### config.mk
export PLATFORM = sky130hd
export DESIGN_NAME = gha_ctrl
export DESIGN_NICKNAME = d
export VERILOG_FILES = /design/src/rtl/gha_pkg.sv /design/src/rtl/gha_ctrl.sv
export SDC_FILE = /design/constraint.sdc
export NUM_CORES = 1
export LEC_CHECK = 0
export BUFFER_PORTS_ARGS = -buffer_cell sky130_fd_sc_hd__buf_4
export CAP_MARGIN = 20
export CORE_AREA = 2 2 39 41
export DETAILED_ROUTE_END_ITERATION = 8
export DIE_AREA = 0 0 41 43
export HOLD_SLACK_MARGIN = 0.06
export PLACE_DENSITY = 0.31
export SLEW_MARGIN = 10
export SYNTH_ARGS = -nofsm -noshare
export SYNTH_HDL_FRONTEND = slang
export SYNTH_SLANG_ARGS = --single-unit
export TNS_END_PERCENT = 100
### constraint.sdc
create_clock -name clk -period 3.8 [get_ports clk]
set_clock_uncertainty 0.2 [all_clocks]
set_input_delay 0.38 -clock clk [delete_from_list [all_inputs] [get_ports clk]]
set_output_delay 0.38 -clock clk [all_outputs]
set_load 0.02 [all_outputs]
### src/rtl/gha_pkg.sv
// Shared constants and types for the generational handle allocator.
package gha_pkg;

  localparam int INDEX_BITS_DEF = 12;
  localparam int GEN_BITS_DEF   = 8;
  localparam int HANDLE_W       = 20;
  localparam int STATUS_W       = 2;

  localparam logic [STATUS_W-1:0] ST_OK   = 2'd0;
  localparam logic [STATUS_W-1:0] ST_FULL = 2'd1;
  localparam logic [STATUS_W-1:0] ST_DEAD = 2'd2;

  localparam logic ACT_CREATE  = 1'b0;
  localparam logic ACT_DESTROY = 1'b1;

  localparam int OP_W = 3;
  localparam logic [OP_W-1:0] OP_NONE    = 3'd0;
  localparam logic [OP_W-1:0] OP_POP     = 3'd1;
  localparam logic [OP_W-1:0] OP_DESTROY = 3'd2;
  localparam logic [OP_W-1:0] OP_FULL    = 3'd3;
  localparam logic [OP_W-1:0] OP_FRESH   = 3'd4;
  localparam logic [OP_W-1:0] OP_EMIT    = 3'd5;

  typedef struct packed {
    logic            load;
    logic [OP_W-1:0] op;
  } cmd_t;

  typedef struct packed {
    logic is_destroy;
    logic stack_empty;
    logic at_limit;
  } stat_t;

endpackage

### src/rtl/gha_ctrl.sv
// Sequencing state machine for the generational handle allocator.
module gha_ctrl (
  input  logic          clk,
  input  logic          rst,
  input  logic          start,
  input  gha_pkg::stat_t stat,
  output gha_pkg::cmd_t  cmd,
  output logic          busy
);

  localparam logic [1:0] S_IDLE = 2'd0;
  localparam logic [1:0] S_READ = 2'd1;
  localparam logic [1:0] S_GEN  = 2'd2;

  logic [1:0] state;
  logic [1:0] state_next;

  always_ff @(posedge clk) begin
    if (rst) begin
      state <= S_IDLE;
    end else begin
      state <= state_next;
    end
  end

  always_comb begin
    state_next = state;
    cmd.load   = 1'b0;
    cmd.op     = gha_pkg::OP_NONE;
    case (state)
      S_IDLE: begin
        if (start) begin
          cmd.load   = 1'b1;
          state_next = S_READ;
        end
      end
      S_READ: begin
        state_next = S_IDLE;
        if (stat.is_destroy) begin
          cmd.op = gha_pkg::OP_DESTROY;
        end else if (!stat.stack_empty) begin
          cmd.op     = gha_pkg::OP_POP;
          state_next = S_GEN;
        end else if (stat.at_limit) begin
          cmd.op = gha_pkg::OP_FULL;
        end else begin
          cmd.op = gha_pkg::OP_FRESH;
        end
      end
      S_GEN: begin
        cmd.op     = gha_pkg::OP_EMIT;
        state_next = S_IDLE;
      end
      default: begin
        state_next = S_IDLE;
      end
    endcase
  end

  assign busy = (state != S_IDLE);

endmodule

# After elaboration in Yosys (flattened, before gate mapping)
# Index checks and enable logic that the tools add are counted.
# totals
ff_bits	2
elab_cells	16
inputBits	6
output_inout_bits	5
# op_classes
n_mux	10
n_eq_ne	3
n_reduce_logical	2
# op_table
op	count
$mux W3	3
$mux W2	3
$pmux W3 S2	1
$pmux W2 S2	1
$eq A2 B1 Y1 const B	1
$eq A2 B2 Y1 const B	1
$logic_not A2 Y1	1
$mux W1	2
$ne A2 B2 Y1 const B	1
$reduce_bool A2 Y1	1

# Logic depth before layout (Yosys ltp)
# Gate-level depths: netlist of the first run.
# depth
word_depth	4
ltp_mapped	5
ltp_nobuf	5

# Worst setup path after synthesis of the first run
# Ideal clock, no wire load.
# synth_timing
path_type	reg-to-output
startpoint	register state[0]
endpoint	output port cmd[1] in the netlist's numbering
slack_ps	2173
path_stages_with_launch	5
path_buffers	0
arrival_time_ps	1047
cell_sequence	dfxtp_1 -> inv_1 -> ha_1 -> nand2_1 -> nor2_1
# synth_rtl
element	line	text
start, declared	gha_ctrl.sv:15	logic [1:0] state;
start signal, assigned	gha_ctrl.sv:22	state <= state_next;
end, declared	gha_ctrl.sv:7	output gha_pkg::cmd_t cmd,

==> flow_metrics.env, run 1 <==
export IMPL_status="finished, final reports clean"
export IMPL_max_flop_register="state"
export IMPL_synth_area_leaders="ha_1, dfxtp_1, o21a_1"
export IMPL_grt_usage_pct=7.11
export IMPL_finalHoldViolCount=0
export IMPL_grt_max_degree=5
export IMPL_powerDensity_nw_per_um2=329
export IMPL_fin_crit_ns=1.93
export IMPL_ys_seq_area_share_pct=19.5
export IMPL_cts_resized=0
export IMPL_grt_first_pass_wirelength_um=793
export IMPL_core_area_um2=1380
export IMPL_cp_cell_sequence="inv_1 > ha_1 > and3b_1 > o21a_1 > buf_4"
export IMPL_instances_no_fill=53
export IMPL_io_buffers=10
export IMPL_antenna_found_initial=0
export IMPL_mappedNetlistArea_um2=205
export IMPL_fillers=166
export IMPL_register_area_um2=40.0
export IMPL_final_util_pct=23.3
export IMPL_cpPeakStageDelay_ns=0.32
export IMPL_path_max_fanout=4
export IMPL_fp_dieW_um=41
export IMPL_die_h_um=43
export IMPL_drt_pass1_iter_count=1
export IMPL_dp_cells=50
export IMPL_reg2regPathDepth=5
export IMPL_tightest_slew_ns=0.240
export IMPL_slew_viol_final=0
export IMPL_numCtsBuffers=3
export IMPL_nNetsFinal=49
export IMPL_cts_max_level=1
export IMPL_viasPerCell=3.66
export IMPL_gp_congestion=0.793
export IMPL_cts_buffer_depth=2
export IMPL_synth_edf_count=0
export IMPL_maxCapViolCount=0
export IMPL_antenna_cells=0
export IMPL_drt_iter0_markers=0
export IMPL_worstPathArrival_ns=1.35
export IMPL_power_mw=0.106
export IMPL_postSynthCellCount=24
export IMPL_rsz0062_at_grt="no"
export IMPL_synth_cell_types=15
export IMPL_synth_top_cell_area_share_pct=24.4
export IMPL_drive_above_1_share_pct=37.8
export IMPL_ir_worst_vdd_v=0.0000972
export IMPL_ys_ff_latch=2
export IMPL_syn_to_final_growth_pct=57.3
export IMPL_clk_pin_slew_worst_paths_ns=0.03
export IMPL_wl_per_cell_um=8.62
export IMPL_min_delay_path_depth=2
export IMPL_total_leakage_power_nw=0.162
export IMPL_grt_pass1_vias=206
export IMPL_synth_common_cells="ha_1, inv_1"
export IMPL_hold_buffers=0
export IMPL_drt_wl_total_um=457
export IMPL_largest_reg_flops=2
export IMPL_slowest_stage="dfxtp_1"
export IMPL_min_period_over_period_pct=50.8
export IMPL_ant_nets=0
export IMPL_endpoint_kind="output pin"
export IMPL_cts_tree="done"
export IMPL_yosysTopAreaCell="ha_1"
export IMPL_rows=14
export IMPL_syn_nets=34
export IMPL_setup_viol=0
export IMPL_crit_type="flip-flop to output pin"
export IMPL_synth_main_ff_cell="dfxtp_1"
export IMPL_insertion_delay_ns=0.22
export IMPL_cts_setup_buffers=0
export IMPL_overflow=0
export IMPL_yosysWarningCount=0
export IMPL_fmax_ghz=0.518
export IMPL_drcViolationCount=0
export IMPL_multi_input_area_um2=154
export IMPL_ys_async_sr_fraction_pct=0
export IMPL_holdCritPathClass="input port to flip-flop"
export IMPL_critPathRequiredTime_ns=3.22
export IMPL_die_area_um2=1760
export IMPL_yosysMostFrequentCell="ha_1"
export IMPL_syn_avg_cell_area_um2=8.55
export IMPL_top_regs="state x2"
export IMPL_vias=194
export IMPL_clock_sinks=2
export IMPL_cp_start_kind="flip-flop"
export IMPL_initial_utilization_pct=14.8
export IMPL_clockRootBuffer="clkbuf_4"
export IMPL_relSlewSlack_pct=83.8
export IMPL_ios=11
export IMPL_setup_tns_ns=0
where the power goes:
| part | internal [mW] | switching, mW | total [mW] |
|---|---|---|---|
| combinational | 0.0174 | 0.0181 | 0.0355 |
| clock | 0.0348 | 0.0118 | 0.0466 |
| sequential | 0.0230 | 0.00122 | 0.0242 |
cell families after synthesis:
group                    Yosys count  synth area share (%)
AO/OA/AOI/OAI                      4                  13.4
AND/OR/NAND/NOR                   10                  32.3
flip-flops                         2                  19.5
buffers and inverters              3                  5.49
adder cells (fa/ha/maj)            4                  24.4
multiplexers                       1                  4.88
worst paths after layout:
kind,startpoint,end,slack [ns]
setup / recovery,state[1]$_SDFFE_PP0P_,cmd[2],1.87
hold / removal,rst,state[0]$_SDFFE_PP0P_,0.14
setup reg to reg,state[0]$_SDFFE_PP0P_,state[0]$_SDFFE_PP0P_,2.46
hold reg to reg,state[0]$_SDFFE_PP0P_,state[0]$_SDFFE_PP0P_,0.33
routing by layer:
layer	GRT usage [%]	vias up	part of all wire (%)	routed length [µm]
met5	0	-	0	0
met4	8.00	0	0	0
met3	3.14	0	2.4	11
met2	9.06	4	53	243
met1	7.67	84	44	202
li1	-	106	-	-
cell usage in the layout (no fill, tap or decap):
cell      netlist  final
buf_4           0     10
nor2_1          2      2
dfxtp_1         2      2
inv_1           3      3
nand2b_1        1      1
mux2i_1         1      1
and3b_1         1      1
o21a_1          2      2
nand2_1         2      2
o31ai_1         1      1
and2_1          1      1
clkbuf_4        0      3
nor4b_1         1      1
nor3b_1         1      1
a21oi_1         1      1
ha_1            4      4
nor2b_4         1      1
worst max-delay path: cells and delay by family, from the launching register on:
| kind | cells | cell delay, ns |
|---|---|---|
| AO/OA/AOI/OAI | 1 | 0.17 |
| flip-flops | 1 | 0.32 |
| adder cells (fa/ha/maj) | 1 | 0.22 |
| AND/OR/NAND/NOR | 1 | 0.18 |
| buffers and inverters | 2 | 0.23 |
through the flow:
step | instance area (µm²) | hold WS (ns) | setup WS (ns)
floorplan | 205 | 0.252 | 2.17
global placement | 300 | 0.336 | 2.14
detailed placement | 300 | 0.333 | 2.10
CTS | 323 | 0.132 | 1.85
global route | 323 | 0.136 | 1.76
finish | 323 | 0.139 | 1.87
final cells by class:
| type | instances | share of cell area, % |
|---|---|---|
| timing repair buffer | 10 | 23.3 |
| tap | 16 | 6.20 |
| inverter | 3 | 3.49 |
| clock buffer | 3 | 6.98 |
| multi-input combinational | 19 | 47.7 |
| sequential | 2 | 12.4 |
(Power assumes the default switching activity.)
==> run 2, diff against run 1 <==
==> constraint.sdc (replaced) <==
create_clock -name clk -period 2 [get_ports clk]
set_clock_uncertainty 0.2 [all_clocks]
set_input_delay 0.2 -clock clk [delete_from_list [all_inputs] [get_ports clk]]
set_output_delay 0.2 -clock clk [all_outputs]
set_load 0.02 [all_outputs]
==> run 2 against run 1 <==
Net effect:
- combinational power grew 96%
- non-clock buffer count grew 1
- sequential power grew 90%
- design area grew 3.1%
- global-route usage shrank 0.30 points
- critical path type unchanged
- largest power group unchanged
==> flow_metrics.env, run 2 (synthesis results as in run 1) <==
export IMPL_relSlewSlack_pct=84.0
export IMPL_cts_max_level=1
export IMPL_die_h_um=43
export IMPL_die_area_um2=1760
export IMPL_wl_per_cell_um=8.43
export IMPL_grt_busiest_layer="met2"
export IMPL_grtUsageMet3_pct=1.57
export IMPL_drt_wl_total_um=455
export IMPL_cp_depth=5
export IMPL_dp_cells=50
export IMPL_instances_no_fill=54
export IMPL_endpoint_kind="output pin"
export IMPL_swShare_pct=29.2
export IMPL_final_common_cell="buf_4"
export IMPL_p_seq_share_pct=22.6
export IMPL_grt_first_pass_wirelength_um=793
export IMPL_register_area_um2=40.0
export IMPL_crit_family="flip-flops"
export IMPL_maxCapViolCount=0
export IMPL_total_leakage_power_nw=0.166
export IMPL_ant_nets=0
export IMPL_rows=14
export IMPL_drt_pass1_iter_count=2
export IMPL_multi_input_area_um2=154
export IMPL_largest_reg_flops=2
export IMPL_status="finished, final reports clean"
export IMPL_holdCritPathClass="input port to flip-flop"
export IMPL_slowest_stage="dfxtp_1"
export IMPL_fillers=154
export IMPL_rsz0062_at_grt="no"
export IMPL_use_met2_pct=9.06
export IMPL_cp_cell_sequence="inv_1 > ha_1 > and3b_1 > o21a_1 > buf_4"
export IMPL_insertion_delay_ns=0.22
export IMPL_cts_tree="done"
export IMPL_clock_sinks=2
export IMPL_final_util_pct=24.1
export IMPL_final_cell_mix="buf_4, ha_1, inv_1, clkbuf_4"
export IMPL_viasPerCell=3.50
export IMPL_cp_start_kind="flip-flop"
export IMPL_worstPathArrival_ns=1.35
export IMPL_clk_pin_slew_worst_paths_ns=0.03
export IMPL_r2r_start="state[0]$_SDFFE_PP0P_"
export IMPL_critical_path_buf_inv_count=2
export IMPL_syn_to_final_growth_pct=62.2
export IMPL_io_buffers=10
export IMPL_grt_pass1_vias=212
export IMPL_fmax_ghz=0.571
export IMPL_cp_startpoint="state[1]$_SDFFE_PP0P_"
export IMPL_grt_max_degree=5
export IMPL_slew_viol_final=0
export IMPL_min_delay_path_depth=4
export IMPL_antenna_found_initial=0
export IMPL_cpPeakStageDelay_ns=0.32
export IMPL_setup_viol=0
export IMPL_nNetsFinal=50
export IMPL_initial_utilization_pct=14.8
export IMPL_pwr_share_comb_pct=34.1
export IMPL_tightest_slew_ns=0.237
export IMPL_reg2regPathDepth=5
export IMPL_crit_type="flip-flop to output pin"
export IMPL_fp_dieW_um=41
export IMPL_use_met1_pct=7.67
export IMPL_path_max_fanout=4
export IMPL_vias=189
export IMPL_cts_setup_buffers=0
export IMPL_cts_buffer_depth=2
export IMPL_critPathRequiredTime_ns=1.60
export IMPL_clkPwrFrac_pct=43.3
export IMPL_top_regs="state x2"
export IMPL_numCtsBuffers=3
export IMPL_gp_congestion=0.673
export IMPL_drt_iter0_markers=1
export IMPL_internal_power_mw=0.144
export IMPL_ir_worst_vdd_v=0.000173
export IMPL_finalHoldViolCount=0
export IMPL_dpl_hpwl_um=365
export IMPL_drive_above_1_share_pct=36.8
export IMPL_ios=11
export IMPL_netSwitchingPower_mw=0.0594
export IMPL_grt_usage_pct=6.81
export IMPL_overflow=0
export IMPL_min_period_over_period_pct=87.5
export IMPL_max_flop_register="state"
export IMPL_setup_tns_ns=0
export IMPL_min_from="stat[1]"
export IMPL_core_area_um2=1380
export IMPL_fin_crit_ns=1.75
export IMPL_antenna_cells=0
export IMPL_clockRootBuffer="clkbuf_4"
export IMPL_powerDensity_nw_per_um2=612
export IMPL_drcViolationCount=0
run 2: cell count changes in the layout (fill, tap and decap cells not counted):
cell | before | now
dlygate4sd3_1 | 0 | 1
run 2: tightest hold or removal path, stage by stage:
cell and delay [ns]:
buf_4 0.09, nor4b_1 0.04, nand2_1 0.05, o31ai_1 0.06
run 2: per-stage QoR:
stage / hold slack, ns / setup slack (ns) / total power, mW / area, µm²
6_report: 0.0801 / 0.249 / 0.204 / 333
5_1_grt: 0.101 / 0.138 / 0.223 / 333
4_1_cts: 0.0757 / 0.228 / 0.212 / 333
3_5_place_dp: 0.187 / 0.481 / 0.115 / 300
3_3_place_gp: 0.188 / 0.503 / 0.116 / 300
2_1_floorplan: 0.0724 / 0.553 / 0.0870 / 205
run 2: power by group through the flow:
stage	clock network (mW)	logic (mW)	registers (mW)
2_1_floorplan	0	0.0411	0.0459
3_3_place_gp	0	0.0689	0.0467
3_5_place_dp	0	0.0689	0.0465
4_1_cts	0.0958	0.0707	0.0460
5_1_grt	0.101	0.0760	0.0466
6_report	0.0881	0.0695	0.0459
run 2: repair_timing:
item | 4_1_cts | 5_1_grt
hold buffers | 1 | 0
resized for setup | 0 | 0
endpoints found under the hold margin | 2 | 0
run 2: per-layer routing:
layer  share of wire [%]  vias up  wire, µm
met4                   0        0         0
met2                  50        4       227
met1                  47       77       215
met5                   0        -         0
met3                 2.6        0        12
li1                    -      108         -
run 2: final timing paths:
check	to	slack, ns
setup / recovery	cmd[2]	0.25
hold / removal	state[1]$_SDFFE_PP0P_	0.08
hold reg to reg	state[0]$_SDFFE_PP0P_	0.34
setup reg to reg	state[0]$_SDFFE_PP0P_	0.62
run 2: area by class of cell:
class,instances,share of cell area (%)
multi-input cells,19,46.2
clock buffers,3,6.77
flip-flops and latches,2,12.0
well taps,16,6.02
repair buffers,11,25.6
inverters,3,3.38
==> run 3, diff against run 2 <==
--- a/config.mk
+++ b/config.mk
@@ -11,7 +11,7 @@
 export DETAILED_ROUTE_END_ITERATION = 8
 export DIE_AREA = 0 0 41 43
 export HOLD_SLACK_MARGIN = 0.06
-export PLACE_DENSITY = 0.31
+export PLACE_DENSITY = 0.32
 export SLEW_MARGIN = 10
 export SYNTH_ARGS = -nofsm -noshare
 export SYNTH_HDL_FRONTEND = slang
==> constraint.sdc (replaced) <==
create_clock -name clk -period 1.5 [get_ports clk]
set_clock_uncertainty 0.2 [all_clocks]
set_input_delay 0.15 -clock clk [delete_from_list [all_inputs] [get_ports clk]]
set_output_delay 0.15 -clock clk [all_outputs]
set_load 0.02 [all_outputs]
==> run 3 against run 2 <==
Net effect:
- the flow now finishes with violations (setup timing)
- via count rose by 20%
- register-to-register slack lost 0.43 ns
- clock-buffer cell count stayed put
- non-clock buffer count rose by 5
- critical endpoint unchanged
==> flow_metrics.env, run 3 (synthesis results as in run 1) <==
export IMPL_powerDensity_nw_per_um2=723
export IMPL_slew_viol_final=0
export IMPL_maxCapViolCount=0
export IMPL_fin_crit_ns=1.58
export IMPL_overflow=0
export IMPL_wl_per_cell_um=9.19
export IMPL_cts_tree="done"
export IMPL_clk_pin_slew_worst_paths_ns=0.03
export IMPL_ir_worst_vdd_v=0.000398
export IMPL_drt_wl_total_um=542
export IMPL_core_area_um2=1380
export IMPL_setup_viol=3
export IMPL_multi_input_area_um2=189
export IMPL_relSlewSlack_pct=83.6
export IMPL_power_mw=0.306
export IMPL_final_common_cell="buf_4"
export IMPL_dp_cells=50
export IMPL_ant_nets=0
export IMPL_r2r_start="state[1]$_SDFFE_PP0P_"
export IMPL_dr_wl_met2_um=290
export IMPL_grt_first_pass_wirelength_um=966
export IMPL_timing_rr_end="state[0]$_SDFFE_PP0P_"
export IMPL_insertion_delay_ns=0.22
export IMPL_cts_buffer_depth=2
export IMPL_drive_above_1_share_pct=62.8
export IMPL_final_cell_area_um2=423
export IMPL_holdPathEnd="state[1]$_SDFFE_PP0P_"
export IMPL_antenna_found_initial=0
export IMPL_min_period_over_period_pct=105
export IMPL_instances_no_fill=59
export IMPL_grt_pass1_vias=252
export IMPL_wl_met3_um=14
export IMPL_cp_start_kind="flip-flop"
export IMPL_setup_slack_ns=-0.0817
export IMPL_grt_max_degree=5
export IMPL_drcViolationCount=0
export IMPL_clockRootBuffer="clkbuf_4"
export IMPL_final_util_pct=30.6
export IMPL_status="finished with violations"
export IMPL_viasPerCell=3.85
export IMPL_fillers=157
export IMPL_ios=11
export IMPL_fp_dieW_um=41
export IMPL_io_buffers=10
export IMPL_die_h_um=43
export IMPL_rrSetupSlack_ns=0.19
export IMPL_top_regs="state x2"
export IMPL_worstPathArrival_ns=1.23
export IMPL_min_from="stat[2]"
export IMPL_nNetsFinal=55
export IMPL_critPathRequiredTime_ns=1.15
export IMPL_grt_usage_pct=8.12
export IMPL_max_flop_register="state"
export IMPL_drt_pass1_iter_count=1
export IMPL_min_delay_path_depth=4
export IMPL_register_area_um2=45.0
export IMPL_holdCritPathClass="input port to flip-flop"
export IMPL_violations="setup timing"
export IMPL_die_area_um2=1760
export IMPL_endpoint_kind="output pin"
export IMPL_fmax_ghz=0.632
export IMPL_numCtsBuffers=3
export IMPL_crit_type="flip-flop to output pin"
export IMPL_wl_met1_um=236
export IMPL_rows=14
export IMPL_path_max_fanout=3
export IMPL_highest_layer="met3"
export IMPL_dpl_hpwl_um=358
export IMPL_reg2regPathDepth=6
export IMPL_largest_reg_flops=2
export IMPL_syn_to_final_growth_pct=106
export IMPL_finalHoldViolCount=0
export IMPL_clock_sinks=2
export IMPL_dpl_cell_area_um2=300
export IMPL_drt_iter0_markers=0
export IMPL_initial_utilization_pct=14.8
export IMPL_vias=227
export IMPL_antenna_cells=0
export IMPL_final_cell_mix="buf_4, clkbuf_4"
export IMPL_rsz0062_at_grt="yes"
export IMPL_cts_max_level=1
export IMPL_gp_congestion=0.699
export IMPL_total_leakage_power_nw=0.197
export IMPL_tightest_slew_ns=0.243
==> run 3: metrics by stage <==
stage	hold slack (ns)	TNS, ns	setup slack (ns)
2_1_floorplan	0.0224	0	0.103
3_3_place_gp	0.137	0	0.0381
3_5_place_dp	0.140	0	0.0251
4_1_cts	0.0253	-0.243	-0.111
5_1_grt	0.0667	-0.362	-0.139
6_report	0.0484	-0.174	-0.0817
==> run 3: worst max path at each step <==
stage                                startpoint  endpoint  slack, ns  cells past startpoint
after detailed placement  state[1]$_SDFFE_PP0P_    cmd[2]       0.03                      5
final                     state[1]$_SDFFE_PP0P_    cmd[2]      -0.08                      5
after CTS                 state[1]$_SDFFE_PP0P_    cmd[2]      -0.11                      5
after floorplan           state[0]$_SDFFE_PP0P_    cmd[1]       0.10                      4
after global placement    state[1]$_SDFFE_PP0P_    cmd[2]       0.04                      5
after global routing      state[1]$_SDFFE_PP0P_    cmd[2]      -0.14                      5
==> run 3: repair_timing <==
action                                  in CTS  in global routing
gates cloned                                 0                  0
endpoints found under the setup margin       4                  3
setup buffers                                3                  1
hold buffers                                 1                  1
hold endpoints to repair                     2                  1
pin swaps                                    4                  2
gates resized for setup                     12                  2
==> run 3: cell type report <==
type | instances | area share, %
Sequential cell | 2 | 10.7
Tap cell | 16 | 4.73
Inverter | 3 | 3.25
Clock buffer | 3 | 5.33
Timing Repair Buffer | 16 | 31.4
Multi-Input combinational cell | 19 | 44.7
==> run 3: per-layer routing <==
layer	GRT usage (%)	vias up
met1	8.95	102
met4	6.00	0
met5	0	-
met2	12.8	4
met3	1.57	0
li1	-	121
==> run 3: critical path: stages (launching register included) <==
cell and delay [ns]:
dfxtp_2 0.34, inv_4 0.05, ha_4 0.15, and3b_1 0.16, o21a_1 0.18, buf_6 0.13
==> run 3: power breakdown <==
part	internal, mW	switching (mW)
clock	0.0880	0.0278
sequential	0.0593	0.00634
combinational	0.0686	0.0557
